==> src/rtl/dpt_cell.sv <==
// One bit-slice of the modular accumulator: holds a bit, adds and trial-subtracts.
module dpt_cell (
  input  logic clk_i,
  input  logic clear_i,
  input  logic step_i,
  input  logic sel_i,
  input  logic add_i,
  input  logic mod_i,
  input  logic carry_i,
  input  logic borrow_i,
  output logic acc_o,
  output logic carry_o,
  output logic borrow_o
);

  logic acc_q;
  logic acc_d;
  logic sum;
  logic diff;

  assign sum      = acc_q ^ add_i ^ carry_i;
  assign carry_o  = (acc_q & add_i) | (acc_q & carry_i) | (add_i & carry_i);
  assign diff     = sum ^ mod_i ^ borrow_i;
  assign borrow_o = (~sum & mod_i) | (~(sum ^ mod_i) & borrow_i);
  assign acc_o    = acc_q;

  // Keep the reduced sum when the whole chain reports sum >= modulus.
  assign acc_d = sel_i ? diff : sum;

  always_ff @(posedge clk_i) begin
    if (clear_i) begin
      acc_q <= 1'b0;
    end else if (step_i) begin
      acc_q <= acc_d;
    end
  end

endmodule

==> src/rtl/dpt_mulmod.sv <==
// Shift-and-add modular multiplier built from a row of accumulator bit cells.
module dpt_mulmod #(
  parameter int unsigned W = 63
) (
  input  logic         clk_i,
  input  logic         rst_ni,
  input  logic         start_i,
  input  logic [W-1:0] a_i,
  input  logic [W-1:0] b_i,
  input  logic [W-1:0] n_i,
  output logic         done_o,
  output logic [W-1:0] prod_o
);

  localparam int unsigned CNT_BITS = $clog2(W);

  logic [W-1:0]        a_q;
  logic [W-1:0]        b_q;
  logic [W-1:0]        n_q;
  logic                busy_q;
  logic                phase_q;
  logic                done_q;
  logic [CNT_BITS-1:0] cnt_q;
  logic [W-1:0]        addend;
  logic [W:0]          carry;
  logic [W:0]          borrow;
  logic                sel;

  // Phase zero doubles the accumulator, phase one adds a when the multiplier bit is set.
  assign addend    = phase_q ? (b_q[W-1] ? a_q : '0) : prod_o;
  assign carry[0]  = 1'b0;
  assign borrow[0] = 1'b0;
  assign sel       = carry[W] | ~borrow[W];

  for (genvar i = 0; i < W; i++) begin : g_cell
    dpt_cell u_cell (
      .clk_i    (clk_i),
      .clear_i  (start_i),
      .step_i   (busy_q),
      .sel_i    (sel),
      .add_i    (addend[i]),
      .mod_i    (n_q[i]),
      .carry_i  (carry[i]),
      .borrow_i (borrow[i]),
      .acc_o    (prod_o[i]),
      .carry_o  (carry[i+1]),
      .borrow_o (borrow[i+1])
    );
  end

  always_ff @(posedge clk_i) begin
    if (start_i) begin
      a_q <= a_i;
      n_q <= n_i;
      b_q <= b_i;
    end else if (busy_q && phase_q) begin
      b_q <= {b_q[W-2:0], 1'b0};
    end
  end

  always_ff @(posedge clk_i or negedge rst_ni) begin
    if (!rst_ni) begin
      busy_q  <= 1'b0;
      phase_q <= 1'b0;
      done_q  <= 1'b0;
      cnt_q   <= '0;
    end else begin
      done_q <= 1'b0;
      if (start_i) begin
        busy_q  <= 1'b1;
        phase_q <= 1'b0;
        cnt_q   <= CNT_BITS'(W - 1);
      end else if (busy_q) begin
        phase_q <= ~phase_q;
        if (phase_q) begin
          if (cnt_q == '0) begin
            busy_q <= 1'b0;
            done_q <= 1'b1;
          end else begin
            cnt_q <= cnt_q - 1'b1;
          end
        end
      end
    end
  end

  assign done_o = done_q;

endmodule

==> config.mk <==
export PLATFORM = sky130hd
export DESIGN_NAME = dpt_mulmod
export DESIGN_NICKNAME = d
export VERILOG_FILES = /design/src/rtl/dpt_cell.sv /design/src/rtl/dpt_mulmod.sv
export SDC_FILE = /design/constraint.sdc
export NUM_CORES = 1
export LEC_CHECK = 0
export BUFFER_PORTS_ARGS = -buffer_cell sky130_fd_sc_hd__buf_2
export CAP_MARGIN = 20
export CELL_PAD_IN_SITES_DETAIL_PLACEMENT = 0
export CELL_PAD_IN_SITES_GLOBAL_PLACEMENT = 1
export CORE_UTILIZATION = 46
export DETAILED_ROUTE_END_ITERATION = 8
export GPL_TIMING_DRIVEN = 1
export PLACE_DENSITY = 0.89
export SLEW_MARGIN = 20
export SYNTH_ARGS = -nofsm -noshare
export SYNTH_HDL_FRONTEND = slang
export SYNTH_SLANG_ARGS = --single-unit
==> constraint.sdc <==
create_clock -name clk_i -period 35.3 [get_ports clk_i]
set_clock_uncertainty 0.2 [all_clocks]
set_input_delay 1.765 -clock clk_i [delete_from_list [all_inputs] [get_ports clk_i]]
set_output_delay 1.765 -clock clk_i [all_outputs]
set_load 0.05 [all_outputs]
Yosys cells after proc, flatten, opt, wreduce, memory -nomap -nowiden
Index checks and enable logic that the tools add are counted.
{"block": "word_totals", "wordCells": 1035, "in_bits": 192, "reg_bits": 261, "out_inout_bits": 64}
{"block": "classes", "bitwise_logic": 876, "mux": 81, "n_eq_ne": 1, "addsub": 1, "reduce_logical": 6}
{"operator": "AND 1 bit", "count": 312}
{"operator": "2-to-1 mux 63 bit", "count": 4}
{"operator": "bitwise XOR 1 bit", "count": 250}
{"operator": "OR 1 bit", "count": 187}
{"operator": "inverter 1 bit", "count": 127}
{"operator": "2-to-1 mux 1 bit", "count": 73}
{"operator": "2-to-1 mux 6 bit", "count": 4}
{"operator": "logical NOT 6 bit", "count": 1}
{"operator": "nonzero test 2 bit", "count": 3}
{"operator": "subtractor 6 x 1 -> 6 bit, second input constant", "count": 1}
{"operator": "AND reduction 3 bit", "count": 1}
{"operator": "!= test 2 bit, second input constant", "count": 1}
{"operator": "logical AND 1 bit", "count": 1}

Depth between registers and ports, before layout
{"block": "depth", "word_depth": 194, "depth_mapped": 77, "ltp_nobuf": 73}

Modules after synthesis
A second synthesis with hierarchy kept.
{"block": "unflattened", "hier_cells": 1059, "hier_area_um2": 13768.2}
{"mod": "dpt_mulmod", "cells_each": 512, "area_per_inst_um2": 7867.5, "seq_area_each_um2": 5900.7, "instances": 1}
{"mod": "dpt_cell at g_cell[22].u_cell ...", "cells_each": 9, "area_per_inst_um2": 95.1, "seq_area_each_um2": 20.0, "instances": 29}
{"mod": "dpt_cell at g_cell[45].u_cell ...", "cells_each": 8, "area_per_inst_um2": 88.8, "seq_area_each_um2": 20.0, "instances": 20}
{"mod": "dpt_cell at g_cell[0].u_cell ...", "cells_each": 9, "area_per_inst_um2": 97.6, "seq_area_each_um2": 20.0, "instances": 14}

Worst setup path before layout
No wires, ideal clock.
{"block": "synth_timing", "path_type": "register to register", "start": "register phase_q", "end": "register g_cell[0].u_cell.acc_q", "path_stages_with_launch": 75, "n_path_buf": 3, "setup_time_ps": 79, "path_slack_ps": 6111, "period_less_slack_ps": 29189, "required_time_ps": 35021, "arrival_ps": 28910, "cell_sequence": "dfrtp_1 > and2_1 > buf_2 > buf_2 > nand2_1 > o21ai_0 > ha_1 > fa_1 > fa_1 > fa_1 > fa_1 > fa_1 > fa_1 > fa_1 > fa_1 > fa_1 > fa_1 > fa_1 > (+39 left out) > fa_1 > fa_1 > fa_1 > fa_1 > fa_1 > fa_1 > fa_1 > fa_1 > fa_1 > fa_1 > fa_1 > fa_1 > fa_1 > fa_1 > buf_6 > nand2_2 > mux2_4 > a211oi_2"}
{"block": "synth_between", "elab_chain_cells": 193, "word_cells_on_any_way": 815, "cone_classes": "mux (2); bitwise (813)"}
{"element": "start, declared", "line_no": "dpt_mulmod.sv:21", "source": "logic phase_q;"}
{"element": "start signal, assigned", "line_no": "dpt_mulmod.sv:74", "source": "phase_q <= ~phase_q;"}
{"element": "2-to-1 mux 63 bit (*)", "line_no": "dpt_mulmod.sv:30", "source": "assign addend = phase_q ? (b_q[W-1] ? a_q : '0) : prod_o;"}
{"element": "AND 1 bit (2 in series)", "line_no": "dpt_cell.sv:22", "source": "assign carry_o = (acc_q & add_i) | (acc_q & carry_i) | (add_i & carry_i);"}
{"element": "OR 1 bit (2 in series)", "line_no": "dpt_cell.sv:22"}
{"element": "AND 1 bit", "line_no": "dpt_cell.sv:22"}
{"element": "OR 1 bit (2 in series)", "line_no": "dpt_cell.sv:22"}
{"element": "AND 1 bit", "line_no": "dpt_cell.sv:22"}
{"element": "OR 1 bit (2 in series)", "line_no": "dpt_cell.sv:22"}
{"element": "AND 1 bit", "line_no": "dpt_cell.sv:22"}
{"element": "(+173 left out)"}
{"element": "bitwise XOR 1 bit", "line_no": "dpt_cell.sv:21", "source": "assign sum = acc_q ^ add_i ^ carry_i;"}
{"element": "bitwise XOR 1 bit", "line_no": "dpt_cell.sv:24", "source": "assign borrow_o = (~sum & mod_i) | (~(sum ^ mod_i) & borrow_i);"}
{"element": "inverter 1 bit", "line_no": "dpt_cell.sv:24"}
{"element": "AND 1 bit", "line_no": "dpt_cell.sv:24"}
{"element": "OR 1 bit", "line_no": "dpt_cell.sv:24"}
{"element": "inverter 1 bit", "line_no": "dpt_mulmod.sv:33", "source": "assign sel = carry[W] | ~borrow[W];"}
{"element": "OR 1 bit", "line_no": "dpt_mulmod.sv:33"}
{"element": "2-to-1 mux 1 bit (*)", "line_no": "dpt_cell.sv:28", "source": "assign acc_d = sel_i ? diff : sum;"}
{"element": "end signal, assigned", "line_no": "dpt_cell.sv:32", "source": "acc_q <= 1'b0;"}
{"element": "end signal, assigned", "line_no": "dpt_cell.sv:34", "source": "acc_q <= acc_d;"}
{"element": "end, declared", "line_no": "dpt_cell.sv:16", "source": "logic acc_q;"}
Mark *: on every way between the ends. The rest lies on a longest branch, timed or not.
A chain may end at the register's enable or synchronous reset.

Worst setup path in the final report
Same ends and word-level chain as after synthesis.

==> results by group <==
Synth
  – Netlist cell types: 38
  – Synth warn: 0
  – Async set or reset register ratio after synthesis: roughly 3.4%
  – Ys flop type: edfxtp_1
  – Syn_nets: ~1.4k
  – Post-synth EDFFs: roughly 190
  – Post-Synthesis Cells: 1075
  – Mapped Area: ~14000 sq um
  – Syn_area_per_cell: between 10 and 15 sq um
  – Yosys reg bits: about 260
  – Sequential-to-total area share from yosys stat: between 50% and 60%

Timing
  – RSZ-0062 raised after global routing: no
  – Slew Limit Fails: 0
  – Final Cycle Share: between 80 and 90%
  – Setup Viol. Count Final: 0
  – Crit path time final: between 30 and 40 ns
  – Worst Tran Pin Value: 1.08 ns
  – Slew HR: around 28%
  – Final setup TNS: 0 ns
  – FMAX: between 0.03 and 0.04 GHz
  – Final hold vios: 0

Clock network
  – CTS resizes: 0
  – Root Driver: clkbuf_16
  – Post-CTS setup buffer count: 0
  – Clock Sink Count: roughly 260
  – TritonCTS clock tree: built
  – Hold-fix buffers at CTS: 0
  – Later-pin clock latency in the skew report: between 0.5 and 0.6 ns
  – Clk slew on worst S/H paths: approximately 0.060 ns
  – Max clock buf depth: 3
  – H-tree lvl count: 1
  – Num CTS Buffers: 30

Min path
  – Hold Crit Class: flip-flop to flip-flop

Worst setup path
  – Slowest-stage cell, CP: fa_4
  – Crit-path most repeated cell: fa_1
  – Critical Path End Type: flip-flop
  – Largest incremental delay on the critical path: 0.95 ns
  – Crit Path Class: flip-flop to flip-flop
  – Worst Path Arrival: 31.37 ns
  – R2R setup slack: around 4.2 ns
  – Worst EP required: between 30 and 40 ns
  – Setup crit start kind: flip-flop
  – Critical path peak fanout: ~110

Routing
  – DRC viols: 0
  – Wire per inst: 17.6 um
  – DR vias/cell: just over 5
  – DRT Pass-1 Iters: 4
  – Iter 0 DRT Violations: between 500 and 600
  – Final WL: 29.1 mm
  – Via Count: around 8.5k
  – Post-DRT Antenna Nets: 0

Floorplanning
  – Initial Util: a little under half
  – # rows: 63
  – Die area: roughly 31000 sq um
  – Die H: ~180 um
  – Die X: 177 um
  – I/O pin count: between 200 and 300
  – Core ar.: 29900 sq um

Run
  – Max-cap violations: 0

Power and ir drop
  – Power per standard cell area: 78.1 nW/um^2
  – Leakage power: between 6 and 7 nW
  – Power consumption: ~1.3 mW
  – Peak VDD IR: roughly 53 uV

GRT
  – Gr ovfl total: 0
  – First-pass GRT wire length: 45.4 mm
  – Pin count of the biggest net entering global routing: approximately 130
  – Vias in the first global route: approximately 8.5k
  – Initial antenna violation count: 4
  – Total GRT Usage: between 10% and 20%

Placement
  – GP Congestion: about 0.80
  – IO buf count: between 200 and 300
  – DPL Wire Length: ~19 mm

Finish
  – Area Growth Syn to Fin: 15.2%
  – Most frequent cells in the layout: buf_2 (254), edfxtp_1 (189), fa_1 (122), a21oi_1 (105), inv_1 (83)
  – Most common cell after layout, fill and taps aside: buf_2
  – Share of cells above drive strength 1: between 30% and 40%
  – Nets: between 1.5k and 2k

Outcome
  – Run status: completed
## through the flow
step / utilization, % / setup WS [ns] / area (sq um) / cells / hold WS (ns)
global placement: 50.6 / 4.32 / 15100 / 1595 / 0.270
floorplan: - / 6.11 / 14100 / 1075 / 0.259
CTS: 54.1 / 3.93 / 16200 / 1651 / 0.279
finish: 54.2 / 4.21 / 16200 / 1654 / 0.280
detailed placement: 50.6 / 3.95 / 15100 / 1595 / 0.268
global route: 54.2 / 3.04 / 16200 / 1653 / 0.294
## layer usage
| metal | share of wire (%) | vias up | track usage [%] |
|---|---|---|---|
| li1 | - | 4043 | - |
| met1 | 42 | 4104 | 24.6 |
| met2 | 49 | 260 | 31.0 |
| met3 | 6.1 | 64 | 3.48 |
| met4 | 3.1 | 2 | 6.32 |
| met5 | 0.031 | - | 0 |
## worst max-delay path, delay by kind of cell, from the launching register on
kind | cells | cell delay [ns]
multiplexers | 1 | 0.34
AND/OR/NAND/NOR | 3 | 0.87
flip-flops | 1 | 0.58
adder cells (fa/ha/maj) | 63 | 28.15
AO/OA/AOI/OAI | 2 | 0.33
buffers and inverters | 2 | 0.41
## cell usage after synthesis (all sizes together) (2+ instances only)
library cell,count,area (sq um)
clkbuf,25,93.8
a2bb2oi,50,438
nand3,12,60.1
a21oi,106,534
inv,84,315
o21a,2,15.0
buf,106,698
mux2,64,724
o21ai,64,320
and3b,51,447
fa,124,2480
ha,3,37.5
nor4,2,18.8
edfxtp,189,5680
and2,2,12.5
mux2i,3,30.0
nor3,2,10.0
or3,2,12.5
nor2b,2,12.5
nor2,17,63.8
nand2b,52,325
nand2,24,92.6
dfxtp,63,1260
dfrtp,9,225
a311oi,11,96.3
## logic make-up after synthesis
family | after synthesis | synth area share [%]
flip-flops | 261 | 51.0
AO/OA/AOI/OAI | 236 | 10.2
multiplexers | 67 | 5.37
adder cells (fa/ha/maj) | 127 | 17.9
buffers and inverters | 215 | 7.88
XOR/XNOR | 1 | 0.0623
AND/OR/NAND/NOR | 168 | 7.60
## power by group
group	internal (mW)	total, mW	switching, mW	leakage, nW
clock network	0.194	0.326	0.132	0.500
registers	0.378	0.408	0.0303	2.48
logic	0.223	0.531	0.307	3.30
total	0.795	1.26	0.470	6.28
## area by class of cell
type	instances	area, sq um
Clock inverter	24	285
Sequential cell	261	7170
Clock buffer	32	758
Inverter	84	315
Timing Repair Buffer	262	1370
Multi-Input combinational cell	599	5800
Antenna cell	2	5.00
Tap cell	390	488
Fill cell	2480	13700
## registers in the layout (all words and copies together) (netlist names)
register,count
a_q,63
b_q,63
busy_q,1
cnt_q,6
done_o,1
g_cell.u_cell.acc_o,63
n_q,63
phase_q,1
## worst paths after layout
check,from,endpoint,cells past startpoint
setup reg to reg,phase_q,g_cell[0].u_cell.acc_o,71
hold reg to reg,g_cell[16].u_cell.acc_o,g_cell[16].u_cell.acc_o,2
setup / recovery,phase_q,g_cell[0].u_cell.acc_o,71
hold / removal,g_cell[16].u_cell.acc_o,g_cell[16].u_cell.acc_o,2
max in group asynchronous,rst_ni,busy_q,1
min in group asynchronous,rst_ni,cnt_q[0],1
No activity file was read; power rests on OpenSTA's default activity.
